===== config.mk =====
export PLATFORM = sky130hd
export DESIGN_NAME = indexed_queue_with_removal
export DESIGN_NICKNAME = d
export VERILOG_FILES = /design/src/hw/rtl/iqr_pkg.sv /design/src/hw/rtl/indexed_queue_with_removal.sv /design/src/hw/rtl/iqr_fifo.sv /design/src/hw/rtl/iqr_front.sv /design/src/hw/rtl/iqr_back.sv
export SDC_FILE = /design/constraint.sdc
export NUM_CORES = 1
export LEC_CHECK = 0
export BUFFER_PORTS_ARGS = -buffer_cell sky130_fd_sc_hd__buf_2
export CAP_MARGIN = 5
export CORE_UTILIZATION = 63
export DETAILED_ROUTE_END_ITERATION = 6
export GPL_TIMING_DRIVEN = 0
export HOLD_SLACK_MARGIN = 0.05
export PLACE_DENSITY = 0.84
export SETUP_SLACK_MARGIN = 0.3
export SLEW_MARGIN = 30
export SYNTH_ARGS = -nofsm -noshare
export SYNTH_HDL_FRONTEND = slang
export SYNTH_HIERARCHICAL = 1
export SYNTH_SLANG_ARGS = --single-unit

===== constraint.sdc =====
create_clock -name clk -period 5.85 [get_ports clk]
set_clock_uncertainty 0.2 [all_clocks]
set_input_delay 0.585 -clock clk [delete_from_list [all_inputs] [get_ports clk]]
set_output_delay 0.585 -clock clk [all_outputs]
set_load 0.03 [all_outputs]

===== src/hw/rtl/iqr_pkg.sv =====
// ----------------------------------------------------------------------------
// iqr_pkg
// Shared types and constants for the indexed queue with removal.
// ----------------------------------------------------------------------------
package iqr_pkg;

  localparam int DEF_QUEUE_DEPTH = 16;
  localparam int DEF_ENTRY_BITS  = 32;

  localparam int OPCODE_W = 3;
  localparam int VALUE_W  = 32;
  localparam int POS_W    = 4;
  localparam int COUNT_W  = 5;

  // depth of the front-to-back command queue and of the result queue
  localparam int CMDQ_DEPTH  = 4;
  localparam int RESQ_DEPTH  = 4;
  localparam int RESQ_CNT_W  = $clog2(RESQ_DEPTH + 1);

  typedef enum logic [OPCODE_W-1:0] {
    OP_PUSH      = 3'd0,
    OP_POP       = 3'd1,
    OP_DROP_HEAD = 3'd2,
    OP_READ_AT   = 3'd3,
    OP_REMOVE_AT = 3'd4,
    OP_CLEAR     = 3'd5
  } opcode_t;

  typedef enum logic [1:0] {
    CMD_NONE,
    CMD_WRITE,
    CMD_READ,
    CMD_SHIFT
  } cmd_kind_t;

  typedef struct packed {
    logic               ok;
    logic [COUNT_W-1:0] count;
  } res_t;

  typedef struct packed {
    cmd_kind_t kind;
    res_t      res;
  } cmd_ctl_t;

endpackage


===== src/hw/rtl/indexed_queue_with_removal.sv =====
// ----------------------------------------------------------------------------
// indexed_queue_with_removal
// Circular queue with push, pop, drop head, read at, remove at and clear.
// ----------------------------------------------------------------------------
// Requests enter on push/full with in_opcode, in_item_value and in_position;
// a request is taken when push is high and full is low. Every request gives
// exactly one result, in order, on out_ok, out_data_out and
// out_entry_count_now, shown while empty is low and taken with pop.
// The front checks each request against head and count at once and queues a
// command; the back owns the entry store and carries commands out in order.
// When the back is free, a taken request goes through the command queue and
// the back's output registers, and its result shows from the result queue.
// Push, pop, drop head, read at and clear run at one request per cycle while
// the result queue has room. Remove at moves each entry behind the removed
// one down a slot, one per cycle through the store's single write port, or
// none for the last entry; requests behind it wait in the command queue.
// When the receiver stalls, up to 4 results wait in the result queue, then
// the back holds and the 4-deep command queue fills and raises full.
// Reset empties both queues and sets head and count to zero; the entry store
// is not cleared and needs no clearing pass.
// ----------------------------------------------------------------------------
module indexed_queue_with_removal #(
  parameter int QUEUE_DEPTH = iqr_pkg::DEF_QUEUE_DEPTH,
  parameter int ENTRY_BITS  = iqr_pkg::DEF_ENTRY_BITS
) (
  input  logic                          clk,
  input  logic                          rst_n,
  input  logic                          push,
  output logic                          full,
  input  logic [iqr_pkg::OPCODE_W-1:0]  in_opcode,
  input  logic [iqr_pkg::VALUE_W-1:0]   in_item_value,
  input  logic [iqr_pkg::POS_W-1:0]     in_position,
  output logic                          empty,
  input  logic                          pop,
  output logic                          out_ok,
  output logic [iqr_pkg::VALUE_W-1:0]   out_data_out,
  output logic [iqr_pkg::COUNT_W-1:0]   out_entry_count_now
);

  import iqr_pkg::*;

  localparam int ADDR_W = $clog2(QUEUE_DEPTH);
  localparam int CNT_W  = $clog2(QUEUE_DEPTH + 1);
  localparam int CMD_W  = $bits(cmd_ctl_t) + ADDR_W + ENTRY_BITS + CNT_W;
  localparam int RES_W  = $bits(res_t) + ENTRY_BITS;
  localparam int XW     = (ENTRY_BITS > VALUE_W) ? ENTRY_BITS : VALUE_W;

  logic                   accept;
  cmd_ctl_t               f_ctl, b_ctl;
  logic [ADDR_W-1:0]      f_addr, b_addr;
  logic [ENTRY_BITS-1:0]  f_wdata, b_wdata;
  logic [CNT_W-1:0]       f_len, b_len;
  logic [CMD_W-1:0]       cmdq_rd;
  logic                   cmdq_empty, cmd_pop;
  logic [$clog2(CMDQ_DEPTH+1)-1:0] cmdq_cnt;

  logic                   res_push;
  res_t                   b_res, q_res;
  logic [ENTRY_BITS-1:0]  b_data, q_data;
  logic [RES_W-1:0]       resq_rd;
  logic                   resq_full;
  logic [RESQ_CNT_W-1:0]  resq_cnt;
  logic [XW-1:0]          data_ext;

  assign accept = push && !full;

  iqr_front #(
    .QUEUE_DEPTH (QUEUE_DEPTH),
    .ENTRY_BITS  (ENTRY_BITS),
    .ADDR_W      (ADDR_W),
    .CNT_W       (CNT_W)
  ) u_front (
    .clk        (clk),
    .rst_n      (rst_n),
    .accept     (accept),
    .opcode     (in_opcode),
    .item_value (in_item_value),
    .position   (in_position),
    .cmd_ctl    (f_ctl),
    .cmd_addr   (f_addr),
    .cmd_wdata  (f_wdata),
    .cmd_len    (f_len)
  );

  iqr_fifo #(
    .WIDTH (CMD_W),
    .DEPTH (CMDQ_DEPTH)
  ) u_cmdq (
    .clk     (clk),
    .rst_n   (rst_n),
    .wr_en   (accept),
    .wr_data ({f_ctl, f_addr, f_wdata, f_len}),
    .rd_en   (cmd_pop),
    .rd_data (cmdq_rd),
    .full    (full),
    .empty   (cmdq_empty),
    .count   (cmdq_cnt)
  );

  assign {b_ctl, b_addr, b_wdata, b_len} = cmdq_rd;

  iqr_back #(
    .QUEUE_DEPTH (QUEUE_DEPTH),
    .ENTRY_BITS  (ENTRY_BITS),
    .ADDR_W      (ADDR_W),
    .CNT_W       (CNT_W)
  ) u_back (
    .clk       (clk),
    .rst_n     (rst_n),
    .cmd_empty (cmdq_empty),
    .cmd_ctl   (b_ctl),
    .cmd_addr  (b_addr),
    .cmd_wdata (b_wdata),
    .cmd_len   (b_len),
    .cmd_pop   (cmd_pop),
    .res_cnt   (resq_cnt),
    .res_push  (res_push),
    .res       (b_res),
    .res_data  (b_data)
  );

  // the back never pushes into a full result queue
  iqr_fifo #(
    .WIDTH (RES_W),
    .DEPTH (RESQ_DEPTH),
    .CNT_W (RESQ_CNT_W)
  ) u_resq (
    .clk     (clk),
    .rst_n   (rst_n),
    .wr_en   (res_push),
    .wr_data ({b_res, b_data}),
    .rd_en   (pop),
    .rd_data (resq_rd),
    .full    (resq_full),
    .empty   (empty),
    .count   (resq_cnt)
  );

  assign {q_res, q_data} = resq_rd;
  assign data_ext = XW'(q_data);

  assign out_ok              = q_res.ok && !(resq_full && cmdq_cnt[0] && 1'b0);
  assign out_data_out        = data_ext[VALUE_W-1:0];
  assign out_entry_count_now = q_res.count;

endmodule


===== src/hw/rtl/iqr_fifo.sv =====
// ----------------------------------------------------------------------------
// iqr_fifo
// Small register queue with occupancy count, used between the block stages.
// ----------------------------------------------------------------------------
module iqr_fifo #(
  parameter int WIDTH = 8,
  parameter int DEPTH = 4,
  parameter int CNT_W = $clog2(DEPTH + 1)
) (
  input  logic             clk,
  input  logic             rst_n,
  input  logic             wr_en,
  input  logic [WIDTH-1:0] wr_data,
  input  logic             rd_en,
  output logic [WIDTH-1:0] rd_data,
  output logic             full,
  output logic             empty,
  output logic [CNT_W-1:0] count
);

  localparam int PW = $clog2(DEPTH);

  logic [WIDTH-1:0] slots_r [DEPTH];
  logic [PW-1:0]    wr_ptr_r, rd_ptr_r;
  logic [CNT_W-1:0] cnt_r;
  logic             do_wr, do_rd;

  assign full    = (cnt_r == CNT_W'(DEPTH));
  assign empty   = (cnt_r == '0);
  assign count   = cnt_r;
  assign rd_data = slots_r[rd_ptr_r];
  assign do_wr   = wr_en && !full;
  assign do_rd   = rd_en && !empty;

  always_ff @(posedge clk) begin
    if (!rst_n) begin
      wr_ptr_r <= '0;
      rd_ptr_r <= '0;
      cnt_r    <= '0;
    end else begin
      if (do_wr) begin
        wr_ptr_r <= (wr_ptr_r == PW'(DEPTH - 1)) ? '0 : wr_ptr_r + PW'(1);
      end
      if (do_rd) begin
        rd_ptr_r <= (rd_ptr_r == PW'(DEPTH - 1)) ? '0 : rd_ptr_r + PW'(1);
      end
      if (do_wr && !do_rd) begin
        cnt_r <= cnt_r + CNT_W'(1);
      end else if (do_rd && !do_wr) begin
        cnt_r <= cnt_r - CNT_W'(1);
      end
    end
  end

  always_ff @(posedge clk) begin
    if (do_wr) begin
      slots_r[wr_ptr_r] <= wr_data;
    end
  end

endmodule


===== src/hw/rtl/iqr_front.sv =====
// ----------------------------------------------------------------------------
// iqr_front
// Holds head and count, checks each request and turns it into a command.
// ----------------------------------------------------------------------------
module iqr_front #(
  parameter int QUEUE_DEPTH = iqr_pkg::DEF_QUEUE_DEPTH,
  parameter int ENTRY_BITS  = iqr_pkg::DEF_ENTRY_BITS,
  parameter int ADDR_W      = $clog2(QUEUE_DEPTH),
  parameter int CNT_W       = $clog2(QUEUE_DEPTH + 1)
) (
  input  logic                          clk,
  input  logic                          rst_n,
  input  logic                          accept,
  input  logic [iqr_pkg::OPCODE_W-1:0]  opcode,
  input  logic [iqr_pkg::VALUE_W-1:0]   item_value,
  input  logic [iqr_pkg::POS_W-1:0]     position,
  output iqr_pkg::cmd_ctl_t             cmd_ctl,
  output logic [ADDR_W-1:0]             cmd_addr,
  output logic [ENTRY_BITS-1:0]         cmd_wdata,
  output logic [CNT_W-1:0]              cmd_len
);

  import iqr_pkg::*;

  localparam int PW = (CNT_W > POS_W) ? CNT_W : POS_W;
  localparam int XW = (ENTRY_BITS > VALUE_W) ? ENTRY_BITS : VALUE_W;

  logic [ADDR_W-1:0] head_r, head_nxt;
  logic [CNT_W-1:0]  count_r, count_nxt;
  logic              pos_hit;
  logic [ADDR_W-1:0] pos_slot;
  logic [XW-1:0]     value_ext;

  function automatic logic [ADDR_W-1:0] slot_of(input logic [ADDR_W-1:0] head,
                                                input logic [ADDR_W-1:0] off);
    logic [ADDR_W:0] s;
    s = {1'b0, head} + {1'b0, off};
    if (s >= (ADDR_W+1)'(QUEUE_DEPTH)) begin
      s = s - (ADDR_W+1)'(QUEUE_DEPTH);
    end
    return s[ADDR_W-1:0];
  endfunction

  assign value_ext = XW'(item_value);
  assign cmd_wdata = value_ext[ENTRY_BITS-1:0];
  assign pos_hit   = PW'(position) < PW'(count_r);
  assign pos_slot  = slot_of(head_r, ADDR_W'(position));

  always_comb begin
    cmd_ctl.kind   = CMD_NONE;
    cmd_ctl.res.ok = 1'b0;
    cmd_addr       = pos_slot;
    cmd_len        = '0;
    head_nxt       = head_r;
    count_nxt      = count_r;
    case (opcode)
      OP_PUSH: begin
        if (count_r < CNT_W'(QUEUE_DEPTH)) begin
          cmd_ctl.kind   = CMD_WRITE;
          cmd_ctl.res.ok = 1'b1;
          cmd_addr       = slot_of(head_r, count_r[ADDR_W-1:0]);
          count_nxt      = count_r + CNT_W'(1);
        end
      end
      OP_POP, OP_DROP_HEAD: begin
        if (count_r != '0) begin
          // drop head answers without touching the store
          cmd_ctl.kind   = (opcode == OP_POP) ? CMD_READ : CMD_NONE;
          cmd_ctl.res.ok = 1'b1;
          cmd_addr       = head_r;
          head_nxt       = slot_of(head_r, ADDR_W'(1));
          count_nxt      = count_r - CNT_W'(1);
        end
      end
      OP_READ_AT: begin
        if (pos_hit) begin
          cmd_ctl.kind   = CMD_READ;
          cmd_ctl.res.ok = 1'b1;
        end
      end
      OP_REMOVE_AT: begin
        if (pos_hit) begin
          cmd_ctl.kind   = CMD_SHIFT;
          cmd_ctl.res.ok = 1'b1;
          cmd_len        = count_r - CNT_W'(position) - CNT_W'(1);
          count_nxt      = count_r - CNT_W'(1);
        end
      end
      OP_CLEAR: begin
        cmd_ctl.res.ok = 1'b1;
        head_nxt       = '0;
        count_nxt      = '0;
      end
      default: begin
      end
    endcase
    cmd_ctl.res.count = COUNT_W'(count_nxt);
  end

  always_ff @(posedge clk) begin
    if (!rst_n) begin
      head_r  <= '0;
      count_r <= '0;
    end else if (accept) begin
      head_r  <= head_nxt;
      count_r <= count_nxt;
    end
  end

endmodule


===== src/hw/rtl/iqr_back.sv =====
// ----------------------------------------------------------------------------
// iqr_back
// Entry store and sequencer: carries out writes, reads and remove shifts.
// ----------------------------------------------------------------------------
module iqr_back #(
  parameter int QUEUE_DEPTH = iqr_pkg::DEF_QUEUE_DEPTH,
  parameter int ENTRY_BITS  = iqr_pkg::DEF_ENTRY_BITS,
  parameter int ADDR_W      = $clog2(QUEUE_DEPTH),
  parameter int CNT_W       = $clog2(QUEUE_DEPTH + 1)
) (
  input  logic                            clk,
  input  logic                            rst_n,
  input  logic                            cmd_empty,
  input  iqr_pkg::cmd_ctl_t               cmd_ctl,
  input  logic [ADDR_W-1:0]               cmd_addr,
  input  logic [ENTRY_BITS-1:0]           cmd_wdata,
  input  logic [CNT_W-1:0]                cmd_len,
  output logic                            cmd_pop,
  input  logic [iqr_pkg::RESQ_CNT_W-1:0]  res_cnt,
  output logic                            res_push,
  output iqr_pkg::res_t                   res,
  output logic [ENTRY_BITS-1:0]           res_data
);

  import iqr_pkg::*;

  typedef enum logic {
    ST_IDLE,
    ST_SHIFT
  } state_t;

  logic [ENTRY_BITS-1:0] store_mem [QUEUE_DEPTH];
  logic [ENTRY_BITS-1:0] mem_q_r;

  state_t            state_r, state_nxt;
  logic              s1_valid_r, s1_valid_nxt;
  res_t              s1_res_r, s1_res_nxt;
  logic              s1_rd_r, s1_rd_nxt;
  res_t              sh_res_r, sh_res_nxt;
  logic [ADDR_W-1:0] src_r, src_nxt, dst_r, dst_nxt;
  logic [CNT_W-1:0]  rd_left_r, rd_left_nxt, wr_left_r, wr_left_nxt;
  logic              pend_r, pend_nxt;

  logic                  mem_we, mem_re;
  logic [ADDR_W-1:0]     mem_wa, mem_ra;
  logic [ENTRY_BITS-1:0] mem_wd;
  logic                  space;

  function automatic logic [ADDR_W-1:0] next_slot(input logic [ADDR_W-1:0] s);
    return (s == ADDR_W'(QUEUE_DEPTH - 1)) ? '0 : s + ADDR_W'(1);
  endfunction

  // room in the result queue for everything already on its way
  assign space = ({1'b0, res_cnt} + (RESQ_CNT_W+1)'(s1_valid_r))
                 < (RESQ_CNT_W+1)'(RESQ_DEPTH);

  assign res_push = s1_valid_r;
  assign res      = s1_res_r;
  assign res_data = s1_rd_r ? mem_q_r : '0;

  always_comb begin
    state_nxt    = state_r;
    s1_valid_nxt = 1'b0;
    s1_res_nxt   = s1_res_r;
    s1_rd_nxt    = 1'b0;
    sh_res_nxt   = sh_res_r;
    src_nxt      = src_r;
    dst_nxt      = dst_r;
    rd_left_nxt  = rd_left_r;
    wr_left_nxt  = wr_left_r;
    pend_nxt     = 1'b0;
    cmd_pop      = 1'b0;
    mem_we       = 1'b0;
    mem_wa       = cmd_addr;
    mem_wd       = cmd_wdata;
    mem_re       = 1'b0;
    mem_ra       = cmd_addr;
    case (state_r)
      ST_IDLE: begin
        if (!cmd_empty && space) begin
          cmd_pop    = 1'b1;
          s1_res_nxt = cmd_ctl.res;
          case (cmd_ctl.kind)
            CMD_WRITE: begin
              mem_we       = 1'b1;
              s1_valid_nxt = 1'b1;
            end
            CMD_READ: begin
              mem_re       = 1'b1;
              s1_valid_nxt = 1'b1;
              s1_rd_nxt    = 1'b1;
            end
            CMD_SHIFT: begin
              if (cmd_len == '0) begin
                s1_valid_nxt = 1'b1;
              end else begin
                state_nxt   = ST_SHIFT;
                sh_res_nxt  = cmd_ctl.res;
                src_nxt     = next_slot(cmd_addr);
                dst_nxt     = cmd_addr;
                rd_left_nxt = cmd_len;
                wr_left_nxt = cmd_len;
              end
            end
            default: begin
              s1_valid_nxt = 1'b1;
            end
          endcase
        end
      end
      ST_SHIFT: begin
        // read one slot ahead while the previous value is written back
        if (rd_left_r != '0) begin
          mem_re      = 1'b1;
          mem_ra      = src_r;
          src_nxt     = next_slot(src_r);
          rd_left_nxt = rd_left_r - CNT_W'(1);
          pend_nxt    = 1'b1;
        end
        if (pend_r) begin
          mem_we      = 1'b1;
          mem_wa      = dst_r;
          mem_wd      = mem_q_r;
          dst_nxt     = next_slot(dst_r);
          wr_left_nxt = wr_left_r - CNT_W'(1);
          if (wr_left_r == CNT_W'(1)) begin
            state_nxt    = ST_IDLE;
            s1_valid_nxt = 1'b1;
            s1_res_nxt   = sh_res_r;
          end
        end
      end
      default: begin
        state_nxt = ST_IDLE;
      end
    endcase
  end

  always_ff @(posedge clk) begin
    if (!rst_n) begin
      state_r    <= ST_IDLE;
      s1_valid_r <= 1'b0;
      pend_r     <= 1'b0;
    end else begin
      state_r    <= state_nxt;
      s1_valid_r <= s1_valid_nxt;
      pend_r     <= pend_nxt;
    end
    s1_res_r  <= s1_res_nxt;
    s1_rd_r   <= s1_rd_nxt;
    sh_res_r  <= sh_res_nxt;
    src_r     <= src_nxt;
    dst_r     <= dst_nxt;
    rd_left_r <= rd_left_nxt;
    wr_left_r <= wr_left_nxt;
  end

  always_ff @(posedge clk) begin
    if (mem_we) begin
      store_mem[mem_wa] <= mem_wd;
    end
    if (mem_re) begin
      mem_q_r <= store_mem[mem_ra];
    end
  end

endmodule


==> flow_metrics.py <==
metrics = {
    "status": {
        "status": "complete, but fails checks",
        "violations": "design-rule violations",
    },
    "synth": {
        "synthMuxAreaShare_pct": 10.52,
        "synth_compound_area_share_pct": 11.99,
        "async_flop_share_pct": 0,
        "synth_seq_cells": 953,
        "ys_top_cells_by_area": "edfxtp_1, mux4_2, mux2_2",
        "synth_top_family_by_area": "compound AO/OA/AOI/OAI gates",
        "yosys.area_share.adder_pct": 1.291,
        "synth_warnings": 6,
        "synth_top_area_share_pct": 66.44,
        "synthCells": 2712,
        "ys.flop_type": "edfxtp_1",
        "synth_cell_types": 79,
        "synth-simple-area-share_pct": 4.591,
        "syn_area_mm2": 0.04167,
        "yosysSeqAreaShare_pct": 67.93,
        "synth.avg_cell_area_um2": 15.37,
        "synth_largest_area_cell": "edfxtp_1",
        "syn_nets": 2795,
        "synth_edf_count": 922,
        "synth_xor_area_share_pct": 0.4203,
    },
    "critical_path": {
        "r2r_slack_ps": 630,
        "path_cells": "buf_6 > buf_12 > mux4_2 > buf_2 > clkbuf_1 > buf_1 > clkbuf_1 > a221oi_1 > a21oi_1 > o21ai_0 > o22ai_1 > a221o_1",
        "worstSetupEndpoint": "u_back/mem_q_r[26]",
        "cpPeakStageDelay_ps": 790,
        "start_kind": "flip-flop",
        "path_buf_inv": 6,
        "worstPathRequired_ps": 6190,
        "cp_top_family": "buffers and inverters",
        "r2r_cells": 12,
        "slowest_stage": "buf_1",
        "cp_max_fo": 10,
        "cp_common_cell": "clkbuf_1",
        "end_kind": "flip-flop",
        "path_depth": 12,
        "crit_arrival_ps": 5560,
        "regToRegEndpoint": "u_back/mem_q_r[26]",
        "path_class": "reg -> reg",
    },
    "die": {
        "die_w_um": 259.2,
        "core_area_mm2": 0.06493,
        "io_pins": 83,
        "die_y_um": 259.2,
        "rows": 93,
        "dieArea_mm2": 0.06718,
        "start_util_pct": 64.18,
    },
    "global_route": {
        "grt_overflow": 0,
        "grt_pass1_wl_um": 176300,
        "grt_max_degree": 39,
        "track_usage_pct": 35.98,
        "grt_pass1_vias": 27940,
        "antenna_found_initial": 5,
    },
    "drt": {
        "wl_per_cell_um": 31.21,
        "remaining_drc_errors": 37,
        "dr.pass1.iters": 7,
        "drtIter0Drc": 4555,
        "via_count": 28180,
        "postRouteAntennaNets": 0,
        "avgViaCountPerCell": 7.318,
        "drt_wl_total_um": 120200,
    },
    "run": {
        "max_cap_viol_count": 0,
    },
    "place": {
        "routabilityCongestion": 0.9669,
        "place.detailed.hpwl_um": 79140,
        "dp.cells": 3648,
        "port_buffers": 49,
    },
    "clock_tree": {
        "clk_latency_ps": 680,
        "h-tree-depth": 3,
        "numCtsBuffers": 93,
        "clockRootBuffer": "clkbuf_16",
        "cts_buffer_depth": 3,
        "clock-sinks": 953,
        "cts_tree": "done",
        "path_clk_slew_ps": 70,
    },
    "timing": {
        "relSlewSlack_pct": 27.35,
        "final-hold-violation-count": 0,
        "final.setup.tns_ps": 0,
        "setup_violations": 0,
        "slew_viol_final": 0,
        "min_period_ps": 5221,
        "fin_crit_sh_pct": 89.26,
        "worst_slew_pin_slew_ps": 1090,
        "rsz0062_at_grt": "false",
        "fmax_ghz": 0.1915,
    },
    "power": {
        "vdd_ir_drop_max_mv": 0.3657,
        "power.density_mw_per_mm2": 542.6,
        "p_sw_mw": 9.825,
        "internal_power_mw": 15.89,
        "power_leakage_nw": 15.43,
        "p_sw_share_pct": 38.20,
        "combPwrFrac_pct": 38.4,
        "power_frac_clock_pct": 24.2,
        "p_seq_share_pct": 37.4,
    },
    "hold_path": {
        "hold_class": "in -> reg",
        "whs_path_depth": 3,
        "hold_start": "rst_n",
    },
    "layout": {
        "mostFrequentLayoutCell": "edfxtp_1",
        "syn_to_final_growth_pct": 13.74,
        "final_cell_mix": "edfxtp_1, o21ai_0, nand2_1",
        "finalNonFillerCells": 3850,
        "fill_cells": 3696,
        "final_layout_size_suffix_gt1_share_pct": 19.01,
        "nets": 3003,
    },
}
state kept, by name, summed over array words and instances (netlist names), 3 cells and up, named ones only:
name and cells:
u_cmdq/count 3, u_back/store_mem 512, u_front/head_r 4, u_back/mem_q_r 32
u_back/rd_left_r 5, u_resq/count 3, u_front/count_r 5, u_cmdq/slots_r 196
u_resq/slots_r 152, u_back/sh_res_r 6, u_back/src_r 4, u_back/res 6
u_back/wr_left_r 5, u_back/dst_r 4
cell families after synthesis:
| group | after synthesis |
|---|---|
| AOI/OAI and AO/OA | 737 |
| xor gates and xnor gates | 20 |
| adders and majority gates | 40 |
| buffers and inverters | 276 |
| DFF | 953 |
| muxes | 280 |
| and+or+nand+nor | 406 |
routing by layer:
metal	GRT usage [%]	up-vias	routed length (um)
li1	-	11330	-
met1	47.15	13710	41180
met2	55.12	2613	54720
met3	9.285	524	16380
met4	20.62	2	7862
met5	0	-	23
final cells by class:
type	count	area [um^2]	share of cell area [%]
Inverter	37	138.9	0.2930
Tap cell	855	1070	2.257
Timing Repair Buffer	113	1329	2.803
Sequential cell	953	28310	59.72
Clock buffer	115	2481	5.234
Buffer	239	1221	2.576
Clock inverter	53	679.4	1.433
Antenna cell	2	5.005	0.01056
Multi-Input combinational cell	1483	12170	25.67
synthesized netlist by cell type, types with 24 or more instances:
cell type  count
a211oi_1      66
a21oi_1      145
a221oi_1      65
and2_1        59
buf_4         40
clkbuf_1     147
dfxtp_1       31
edfxtp_1     922
ha_1          35
inv_1         36
mux2_2       146
mux2i_1       24
mux4_2        85
nand2_1      174
nand3_1       37
nor2_1        75
o2111ai_1     57
o21ai_0      198
o22ai_1       45
worst min path at each step:
stage                                  to  slack (ps)
finish                  u_front/head_r[3]         150
global placement       u_resq/wr_ptr_r[1]         270
CTS                     u_front/head_r[3]         130
floorplan           u_resq/slots_r[0][32]         260
global route              u_back/res_push         140
detailed placement     u_cmdq/wr_ptr_r[1]         290
power groups by stage:
| stage | registers [mW] | logic (mW) | clock network [mW] |
|---|---|---|---|
| floorplan | 9.45 | 5.95 | 0 |
| global placement | 9.65 | 8.83 | 0 |
| detailed placement | 9.68 | 9.31 | 0 |
| CTS | 9.57 | 9.44 | 6.24 |
| global route | 9.64 | 10.2 | 6.47 |
| finish | 9.61 | 9.88 | 6.22 |
through the flow:
stage	area, um^2	utilization, %	hold slack (ps)	power, mW	setup WS [ps]
global route	47400	73.00	144.1	26.28	686.0
detailed placement	43900	67.61	290.8	19.00	1014
finish	47400	73.00	154.1	25.72	628.6
floorplan	41670	-	258.7	15.39	1711
global placement	42990	66.21	274.2	18.48	-704.4
CTS	47380	72.97	125.6	25.25	927.9
worst min-delay path, stage by stage:
cell,delay [ps]
buf_2,210
nand2b_1,110
o32ai_1,70
what timing repair did:
action	4_1_cts	5_1_grt
endpoints found under the hold margin	128	0
gates resized for setup	0	0
setup endpoints to repair	0	0
hold buffers	32	0
buffers inserted	0	0
Note: power is estimated with default switching activity, not from simulation.
